[config.mk]
export PLATFORM = sky130hd
export DESIGN_NAME = jblc_ctrl
export DESIGN_NICKNAME = d
export VERILOG_FILES = /design/src/hw/rtl/jblc_pkg.sv /design/src/hw/rtl/jblc_ctrl.sv
export SDC_FILE = /design/constraint.sdc
export NUM_CORES = 1
export LEC_CHECK = 0
export BUFFER_PORTS_ARGS = -buffer_cell sky130_fd_sc_hd__buf_2
export CAP_MARGIN = 0
export CORE_UTILIZATION = 44
export DETAILED_ROUTE_END_ITERATION = 10
export PLACE_DENSITY = 0.82
export SLEW_MARGIN = 20
export SYNTH_ARGS = -nofsm -noshare
export SYNTH_HDL_FRONTEND = slang
export SYNTH_SLANG_ARGS = --single-unit
[constraint.sdc]
create_clock -name clk -period 1.9 [get_ports clk]
set_input_delay 0.285 -clock clk [delete_from_list [all_inputs] [get_ports clk]]
set_output_delay 0.285 -clock clk [all_outputs]
set_load 0.01 [all_outputs]
[src/hw/rtl/jblc_pkg.sv]
// Shared types and constants for the jitter buffer loss classifier.
// No dependencies.
package jblc_pkg;

  localparam int CMD_W      = 2;
  localparam int DLY_IN_W   = 12;
  localparam int DLY_W      = 11;
  localparam int TGT_W      = 14;
  localparam int FPP_W      = 2;
  localparam int CFG_IDX_W  = 2;
  localparam int CFG_DATA_W = 14;

  // late share is compared in hundredths of percent
  localparam logic [TGT_W-1:0] LATE_SCALE = 14'd10000;

  localparam logic [CFG_IDX_W-1:0] CFG_TARGET = 2'd0;
  localparam logic [CFG_IDX_W-1:0] CFG_FIXED  = 2'd1;
  localparam logic [CFG_IDX_W-1:0] CFG_FRAMES = 2'd2;

  typedef enum logic [CMD_W-1:0] {
    CMD_CLEAR    = 2'd0,
    CMD_LOAD     = 2'd1,
    CMD_SELECT   = 2'd2,
    CMD_CLASSIFY = 2'd3
  } cmd_t;

  typedef enum logic [3:0] {
    ST_IDLE,
    ST_CLR,
    ST_LD_RD,
    ST_LD_WR,
    ST_SEL_INIT,
    ST_SEL_RD,
    ST_SEL_MUL,
    ST_SEL_ACC,
    ST_CLS,
    ST_EMIT_A,
    ST_EMIT_B
  } state_t;

  typedef struct packed {
    logic latch;
    logic clr_start;
    logic clr_step;
    logic ld_update;
    logic sel_init;
    logic sel_mul;
    logic sel_next;
    logic pick_addr;
    logic pick_fixed;
    logic cls_count;
    logic emit;
    logic emit_last;
  } ctrl_cmd_t;

  typedef struct packed {
    cmd_t cmd;
    logic clr_last;
    logic target_zero;
    logic sel_hit;
    logic sel_bottom;
    logic eff_zero;
    logic two_frames;
    logic out_free;
  } dp_status_t;

endpackage

[src/hw/rtl/jblc_ctrl.sv]
// Controller state machine: sequences clear sweep, load, select scan,
// classify and result emission. Depends on jblc_pkg.
module jblc_ctrl (
  input  logic                         clk,
  input  logic                         rst_n,
  input  logic                         in_valid,
  output logic                         in_ready,
  input  logic [jblc_pkg::CMD_W-1:0]   in_command,
  input  jblc_pkg::dp_status_t         sts,
  output jblc_pkg::ctrl_cmd_t          ctl
);

  import jblc_pkg::*;

  state_t state_r;
  state_t state_nxt;
  logic   clr_emit_r;
  logic   clr_emit_nxt;

  // reset starts a silent clearing sweep of the histogram
  always_ff @(posedge clk) begin
    if (!rst_n) begin
      state_r    <= ST_CLR;
      clr_emit_r <= 1'b0;
    end else begin
      state_r    <= state_nxt;
      clr_emit_r <= clr_emit_nxt;
    end
  end

  always_comb begin
    state_nxt    = state_r;
    clr_emit_nxt = clr_emit_r;
    ctl          = '0;
    in_ready     = 1'b0;
    unique case (state_r)
      ST_IDLE: begin
        in_ready = 1'b1;
        if (in_valid) begin
          ctl.latch = 1'b1;
          unique case (cmd_t'(in_command))
            CMD_CLEAR: begin
              ctl.clr_start = 1'b1;
              clr_emit_nxt  = 1'b1;
              state_nxt     = ST_CLR;
            end
            CMD_LOAD:     state_nxt = ST_LD_RD;
            CMD_SELECT:   state_nxt = ST_SEL_INIT;
            CMD_CLASSIFY: state_nxt = ST_CLS;
          endcase
        end
      end
      ST_CLR: begin
        ctl.clr_step = 1'b1;
        if (sts.clr_last) begin
          clr_emit_nxt = 1'b0;
          state_nxt    = clr_emit_r ? ST_EMIT_A : ST_IDLE;
        end
      end
      ST_LD_RD: state_nxt = ST_LD_WR;
      ST_LD_WR: begin
        ctl.ld_update = 1'b1;
        state_nxt     = ST_EMIT_A;
      end
      ST_SEL_INIT: begin
        ctl.sel_init = 1'b1;
        if (sts.target_zero) begin
          ctl.pick_fixed = 1'b1;
          state_nxt      = ST_EMIT_A;
        end else begin
          state_nxt = ST_SEL_RD;
        end
      end
      ST_SEL_RD: state_nxt = ST_SEL_MUL;
      ST_SEL_MUL: begin
        ctl.sel_mul = 1'b1;
        state_nxt   = ST_SEL_ACC;
      end
      ST_SEL_ACC: begin
        priority if (sts.sel_hit) begin
          ctl.pick_addr = 1'b1;
          state_nxt     = ST_EMIT_A;
        end else if (sts.sel_bottom) begin
          ctl.pick_fixed = 1'b1;
          state_nxt      = ST_EMIT_A;
        end else begin
          ctl.sel_next = 1'b1;
          state_nxt    = ST_SEL_RD;
        end
      end
      ST_CLS: begin
        // no buffer delay yet: packet is dropped without a flag
        if (sts.eff_zero) begin
          state_nxt = ST_IDLE;
        end else begin
          ctl.cls_count = 1'b1;
          state_nxt     = ST_EMIT_A;
        end
      end
      ST_EMIT_A: begin
        if (sts.out_free) begin
          ctl.emit      = 1'b1;
          ctl.emit_last = !(sts.two_frames && (sts.cmd == CMD_CLASSIFY));
          state_nxt     = ctl.emit_last ? ST_IDLE : ST_EMIT_B;
        end
      end
      ST_EMIT_B: begin
        if (sts.out_free) begin
          ctl.emit      = 1'b1;
          ctl.emit_last = 1'b1;
          state_nxt     = ST_IDLE;
        end
      end
      default: state_nxt = ST_IDLE;
    endcase
  end

endmodule

==> results of run 1 <==
==> placed cells by master, fill, tap and decap left out, drive strengths merged, types with 2 or more instances in the layout <==
cell type and count:
buf 31, nor2 8, a21oi 6, nor3 6, inv 5, nand2b 5, dfxtp 5, nand2 4
clkbuf 4, nand3 3, o21ai 3, nand4 2, or2b 2, nor4 2, a31oi 2, mux2i 2
a221oi 2, and2 2
==> worst register-to-register path: cells and delay by family, from the launching register on <==
kind	cells	cell delay, ps
simple gates	2	540
buf+inv	1	170
compound gates	2	380
flops	1	330
==> flip-flops by register name (all words and copies together), names as in the netlist <==
signal,count
state_r,4
clr_emit_r,1
==> worst max-delay path by stage <==
| stage | cells after the start | start | to | slack (ps) |
|---|---|---|---|---|
| after floorplan | 4 | state_r[3] | ctl[10] | 350 |
| after global placement | 4 | state_r[2] | ctl[10] | 310 |
| after detailed placement | 4 | state_r[2] | ctl[10] | 260 |
| after CTS | 4 | state_r[3] | ctl[10] | 20 |
| after global routing | 4 | state_r[0] | ctl[10] | -20 |
| final | 4 | state_r[0] | ctl[10] | 30 |
==> routing by layer <==
layer | global-route usage (%) | up-vias
met4 | 11.6 | 0
met1 | 33.3 | 314
met2 | 43.5 | 33
met5 | 0 | -
met3 | 9.30 | 2
li1 | - | 361
==> power by group <==
| group | internal, mW | total, mW | switching, mW |
|---|---|---|---|
| logic | 0.0914 | 0.215 | 0.124 |
| registers | 0.114 | 0.121 | 0.00657 |
| clock network | 0.0797 | 0.127 | 0.0476 |
==> cell families after synthesis <==
group	share of synthesized area (%)
AOI/OAI and AO/OA	25.7
xor gates and xnor gates	1.54
buffers and inverters	10.7
DFF	17.5
muxes	3.51
and+or+nand+nor	41.0
==> layout make-up <==
class / count / share of cell area (%)
flip-flops and latches: 5 / 13.3
inverters: 6 / 3.13
clock buffers: 4 / 3.46
multi-input cells: 66 / 54.9
repair buffers: 31 / 22.9
well taps: 14 / 2.31
==> repair_timing <==
| action | CTS | global route |
|---|---|---|
| pin swaps | 0 | 3 |
| endpoints found under the hold margin | 0 | 0 |
| endpoints found under the setup margin | 1 | 1 |
| buffers inserted | 0 | 2 |
| resized for setup | 2 | 2 |
==> stage by stage <==
step / hold slack [ps] / std cells / utilization (%) / setup TNS [ps]
after CTS: 329 / 124 / 63.7 / 0
after global placement: 464 / 120 / 60.8 / 0
after detailed placement: 468 / 120 / 60.8 / 0
final: 341 / 126 / 65.7 / 0
after floorplan: 441 / 83 / - / 0
after global routing: 346 / 126 / 65.7 / -15.5
==> qor.yml, run 1 <==
wl_per_cell_um: 13.5
seq_area_um2: 101
leakagePower_nw: 0.346
final_layout_size_suffix_gt1_share_pct: 35.7
grt_pass1_vias: 630
clock_path_buffers: 2
start_kind: "register"
r2r_slack_ps: 390
dr.pass1.iters: 5
skew_ps: 0.881
synth_largest_area_cell: "dfxtp_1"
ys_seq_elements: 5
nets: 127
cts_max_level: 1
preCtsSetupSlack_ps: 264
cts_hold_buf: 0
clk-insertion-delay-late_ps: 240
max_slew_margin_pct: 79.5
whs_path_depth: 3
std_cell_rows: 12
met3_length_um: 94
syn_area_um2: 571
ff2ff_path_depth: 5
ir_drop_mv: 0.298
fmax_ghz: 0.535
layout_setup_ws_ps: 32.1
grt_antenna_before_repair: 0
cts_tree: "done"
synth_fp_nets: 97
yosysMostFrequentCell: "nor2_1"
synth_cell_types: 40
avgSynthCellArea_um2: 6.87
grt_max_degree: 18
root_buffer: "clkbuf_4"
layout-area-overhead-vs-synth_pct: 33.1
clk_pin_slew_ps: 50
viasPerCell: 5.63
finalSetupViolCount: 0
min_from: "rst_n"
slowest_delay_ps: 550
status: "complete, no violations"
regToRegEndpoint: "state_r[3]"
maxCapViolCount: 0
drt_iter0_drc: 30
grt_use_total_pct: 27.4
finalPower_mw: 0.463
fill_cells: 101
gp_congestion: 0.942
numPortBuffers: 26
path_cells: "or4_4 -> nor3_4 -> and2_4 -> buf_6"
final_area_um2: 759
timing.final.crit_share_pct: 98.3
initial_core_util_pct: 49.4
wl_met1_um: 747
worst-path-buf-inv: 1
rsz0062_at_grt: "yes"
die_h_um: 38.0
synthCells: 83
multi_input_area_um2: 417
finalHoldViolations: 0
wl_met2_um: 848
diodes: 0
grt_pass1_wl_um: 2730
cts_buffers: 3
synthArstFlopShare_pct: 0
critPathCaptureType: "primary output"
reg2reg_from: "state_r[3]"
synth-edff-count: 0
placed_area_um2: 703
worst_path_max_delay_cell: "or4_4"
hold_path.class: "in2reg"
remaining_drc_errors: 0
globalRoute.totalOverflow: 0
cts.sinks: 5
synth.top_cell.area_share_pct: 17.5
path_delay_family: "simple AND/OR/NAND/NOR gates"
synthFlopType: "dfxtp_1"
synth_common_cells: "nor2_1, a21oi_1"
drt-total-wl_um: 1700
min_to: "state_r[1]"
ys_seq_area_share_pct: 17.5
cp_data_arrival_time_ps: 1580
slew_violations: 0
routed.top_layer: "met4"
synth_area_leaders: "dfxtp_1, nand2b_1, a21oi_1"
pwr_density_cell_nw_per_um2: 610
die_w_um: 38.0
dpl.hpwl_um: 1230
period_minus_slack_ps: 1870
cp.required_ps: 1620
vias: 710
cp_max_fo: 2
tightestPinTransition_ps: 305
die_area_um2: 1440
io_pins: 27
antenna_left: 0
critical_path_class: "reg2out"
yosys_warnings: 0
core_um2: 1160
Power figures use the tool's default switching activity.
==> run 2, diff against run 1 <==
--- a/config.mk
+++ b/config.mk
@@ -5,11 +5,13 @@
 export SDC_FILE = /design/constraint.sdc
 export NUM_CORES = 1
 export LEC_CHECK = 0
+export ABC_AREA = 1
 export BUFFER_PORTS_ARGS = -buffer_cell sky130_fd_sc_hd__buf_2
 export CAP_MARGIN = 0
-export CORE_UTILIZATION = 44
+export CORE_AREA = 2 2 39 41
 export DETAILED_ROUTE_END_ITERATION = 10
-export PLACE_DENSITY = 0.82
+export DIE_AREA = 0 0 41 43
+export PLACE_DENSITY_LB_ADDON = 0.2
 export SLEW_MARGIN = 20
 export SYNTH_ARGS = -nofsm -noshare
 export SYNTH_HDL_FRONTEND = slang
==> qor.yml, run 2 <==
ff2ff_path_depth: 7
timing.final.crit_share_pct: 94.1
synth.top_cell.area_share_pct: 21.1
antenna_left: 0
vias: 695
die_area_um2: 1760
synthCells: 100
globalRoute.totalOverflow: 0
pwr_density_cell_nw_per_um2: 547
pwr-share-clk_pct: 33.6
grt_antenna_before_repair: 0
seq_power_share_pct: 31.6
final_layout_size_suffix_gt1_share_pct: 26.2
min_to: "clr_emit_r"
rsz0062_at_grt: "no"
critical_path_class: "reg2out"
largest_reg_flops: 4
final_common_cell: "nand2_1"
worst-path-buf-inv: 2
ir_drop_mv: 0.322
tightestPinTransition_ps: 298
critPathCaptureType: "primary output"
grt_use_total_pct: 21.1
reg2reg_from: "state_r[0]"
fin_tns_setup_ps: 0
finalSetupViolCount: 0
slew_violations: 0
cts.sinks: 5
viasPerCell: 4.76
status: "complete, no violations"
slowest_delay_ps: 370
dr.pass1.iters: 4
synth_largest_area_cell: "nand2_1"
grt_pass1_vias: 669
hold_path.class: "in2reg"
die_w_um: 41
initial_core_util_pct: 37.3
combPwrFrac_pct: 34.8
cts_setup_buffers: 0
seq_area_um2: 100
diodes: 0
std_cell_rows: 14
ys_seq_elements: 5
start_kind: "register"
max_slew_margin_pct: 80.1
drt-total-wl_um: 1430
synth_common_cells: "nand2_1, inv_1, nor2_1, nand3_1, dfxtp_1"
syn_area_um2: 517
clk_pin_slew_ps: 40
remaining_drc_errors: 0
synthArstFlopShare_pct: 0
switchingPower_mw: 0.139
cp.required_ps: 1620
final_cell_mix: "nand2_1, buf_2, inv_1"
avgSynthCellArea_um2: 5.17
wl_per_cell_um: 9.77
cts_max_level: 1
die_h_um: 43
drt_iter0_drc: 10
yosysMostFrequentCell: "nand2_1"
layout-area-overhead-vs-synth_pct: 34.1
fmax_ghz: 0.559
swShare_pct: 36.7
yosys_warnings: 0
worst_path_max_delay_cell: "dfxtp_1"
path_cells: "inv_1 -> nor2_1 -> nand2_1 -> o31ai_1 -> buf_2"
min_from: "rst_n"
cts_hold_buf: 0
cts_tree: "done"
cts_resized: 0
dpl.hpwl_um: 1250
synth-edff-count: 0
multi_input_area_um2: 338
ys_seq_area_share_pct: 19.4
core_um2: 1380
synth_fp_nets: 114
synthFlopType: "dfxtp_1"
path_delay_family: "simple AND/OR/NAND/NOR gates"
post-route-util_pct: 50.1
gp_congestion: 0.882
numPortBuffers: 26
grt_max_degree: 7
r2r_slack_ps: 560
synth_cell_types: 14
cp_data_arrival_time_ps: 1500
regToRegEndpoint: "state_r[3]"
finalHoldViolations: 0
synth_area_leaders: "nand2_1, dfxtp_1, inv_1"
clk-insertion-delay-late_ps: 250
skew_ps: 2.84
top_regs: "state_r x4, clr_emit_r x1"
maxCapViolCount: 0
period_minus_slack_ps: 1790
grt_pass1_wl_um: 2540
io_pins: 27
whs_path_depth: 2
cp_max_fo: 4
fill_cells: 165
root_buffer: "clkbuf_4"
leakagePower_nw: 0.466
clock_path_buffers: 2
intPower_mw: 0.240
top_register: "state_r"
cts_buffers: 3
nets: 145
[run 2: cell types whose count changed in the layout (fill, tap and decap cells not counted), sizes merged, moves of 4 or more]
cell    delta
buf        -5
inv       +16
nand2     +25
nand2b     -5
nand3      +4
nor2      +15
nor3       -6
[run 2: worst max path at each step]
stage	start	to	slack [ps]	cells after the start
6_report	state_r[0]	ctl[0]	110	5
5_1_grt	state_r[0]	ctl[0]	1	5
4_1_cts	state_r[0]	ctl[0]	110	5
3_5_place_dp	state_r[0]	ctl[0]	400	5
3_3_place_gp	state_r[0]	ctl[0]	400	5
2_1_floorplan	state_r[0]	ctl[0]	570	4
[run 2: per-layer routing]
layer	global-route usage, %	vias to the layer above	wire length, um
li1	-	370	-
met1	24.2	293	614
met2	32.8	25	679
met3	6.81	7	86
met4	11.3	0	46
met5	0	-	0
[run 2: logic make-up (layout without fill, tap and decap cells)]
logic type,Yosys count,count (layout),synth area share [%]
AND/OR/NAND/NOR,61,61,49.2
flip-flops,5,5,19.4
AO/OA/AOI/OAI,13,13,16.2
buffers and inverters,21,51,15.3
[run 2: layout make-up]
| class | count | area share [%] |
|---|---|---|
| clock buffers | 4 | 3.79 |
| inverters | 21 | 11.4 |
| multi-input cells | 74 | 48.7 |
| flip-flops and latches | 5 | 14.4 |
| well taps | 16 | 2.89 |
| repair buffers | 26 | 18.8 |
[run 2: metrics by stage]
step	instances	power [mW]	area (um2)	setup slack, ps	hold WS [ps]
5_1_grt	146	0.411	693	0.954	283
3_5_place_dp	142	0.255	667	402	515
4_1_cts	146	0.385	693	109	276
3_3_place_gp	142	0.254	667	400	513
6_report	146	0.379	693	111	280
2_1_floorplan	100	0.206	517	573	433
[run 2: power groups by stage]
stage	Combinational (mW)	Clock (mW)	Sequential [mW]
2_1_floorplan	0.0859	0	0.120
3_3_place_gp	0.133	0	0.121
3_5_place_dp	0.133	0	0.122
4_1_cts	0.134	0.131	0.120
5_1_grt	0.152	0.138	0.121
6_report	0.132	0.127	0.120
==> run 3, diff against run 2 <==
==> constraint.sdc (replaced) <==
create_clock -name clk -period 1.9 [get_ports clk]
set_input_delay 0.095 -clock clk [delete_from_list [all_inputs] [get_ports clk]]
set_output_delay 0.095 -clock clk [all_outputs]
set_load 0.01 [all_outputs]
==> qor.yml, run 3 (synthesized netlist as in run 2, its figures left out) <==
std_cell_rows: 14
cp_max_fo: 4
antenna_left: 0
die_h_um: 43
cts_max_level: 1
worst_path_max_delay_cell: "dfxtp_1"
slowest_delay_ps: 400
viasPerCell: 4.80
layout-area-overhead-vs-synth_pct: 34.1
grt_antenna_before_repair: 0
remaining_drc_errors: 0
final_common_cell: "nand2_1"
finalSetupViolCount: 0
grt_pass1_wl_um: 2440
status: "complete, no violations"
root_buffer: "clkbuf_4"
grt_max_degree: 7
fin_tns_setup_ps: 0
r2r_slack_ps: 520
final_cell_mix: "nand2_1, buf_2, inv_1"
preCtsSetupSlack_ps: 527
worst-path-buf-inv: 2
layout_setup_ws_ps: 254
cp.required_ps: 1800
start_kind: "register"
dpl.hpwl_um: 1230
globalRoute.totalOverflow: 0
path_cells: "inv_1 -> nor2_1 -> nand2_1 -> o31ai_1 -> buf_2"
wl_per_cell_um: 9.90
fill_cells: 166
numPortBuffers: 26
timing.final.crit_share_pct: 86.6
io_pins: 27
ir_drop_mv: 0.240
pwr_density_cell_nw_per_um2: 552
slew_violations: 0
diodes: 0
final_layout_size_suffix_gt1_share_pct: 26.2
cts_resized: 0
finalPower_mw: 0.383
largest_reg_flops: 4
drt_iter0_drc: 17
finalHoldViolations: 0
dr.pass1.iters: 4
initial_core_util_pct: 37.3
cp_data_arrival_time_ps: 1550
post-route-util_pct: 50.1
path_delay_family: "simple AND/OR/NAND/NOR gates"
period_minus_slack_ps: 1650
critical_path_depth: 5
cts_setup_buffers: 0
cts.sinks: 5
tightestPinTransition_ps: 296
nets: 145
ff2ff_path_depth: 7
rsz0062_at_grt: "no"
top_register: "state_r"
cts_buffers: 3
fmax_ghz: 0.608
whs_path_depth: 2
max_slew_margin_pct: 80.2
die_w_um: 41
critPathCaptureType: "primary output"
die_area_um2: 1760
critical_path_class: "reg2out"
vias: 701
clock_path_buffers: 2
leakagePower_nw: 0.466
cts_hold_buf: 0
clk_pin_slew_ps: 50
clk-insertion-delay-late_ps: 250
top_regs: "state_r x4, clr_emit_r x1"
grt_use_total_pct: 20.0
cts_tree: "done"
skew_ps: 5.20
drt-total-wl_um: 1450
core_um2: 1380
grt_pass1_vias: 621
maxCapViolCount: 0
gp_congestion: 0.858
hold_path.class: "in2reg"
[run 3: cell type report]
type / instances / area [um2] / share of cell area [%]
inverter: 21 / 78.8 / 11.4
sequential: 5 / 100 / 14.4
tap: 16 / 20.0 / 2.89
multi-input combinational: 74 / 338 / 48.7
clock buffer: 4 / 26.3 / 3.79
timing repair buffer: 26 / 130 / 18.8
[run 3: path summary, 6_finish.rpt]
kind                   start    endpoint
setup / recovery  state_r[0]      ctl[0]
hold / removal         rst_n  clr_emit_r
setup reg to reg  state_r[0]  state_r[3]
hold reg to reg   clr_emit_r  clr_emit_r
[run 3: through the flow]
| stage | instances | area [um2] | hold WS (ps) |
|---|---|---|---|
| after floorplan | 100 | 517 | 243 |
| after global placement | 142 | 667 | 344 |
| after detailed placement | 142 | 667 | 357 |
| after CTS | 146 | 693 | 92.7 |
| after global routing | 146 | 693 | 114 |
| final | 146 | 693 | 94.5 |
[run 3: report_power, final]
group	internal [mW]	switching (mW)	total (mW)	leakage, nW
sequential	0.112	0.00863	0.121	0.0408
combinational	0.0478	0.0845	0.132	0.410
clock	0.0798	0.0496	0.129	0.0150
total	0.240	0.143	0.383	0.466
[run 3: layer usage]
layer / track usage (%) / up-vias / wire (um)
met4: 8.00 / 0 / 0
met2: 31.3 / 26 / 708
met5: 0 / - / 0
li1: - / 369 / -
met1: 26.2 / 306 / 655
met3: 3.14 / 0 / 82
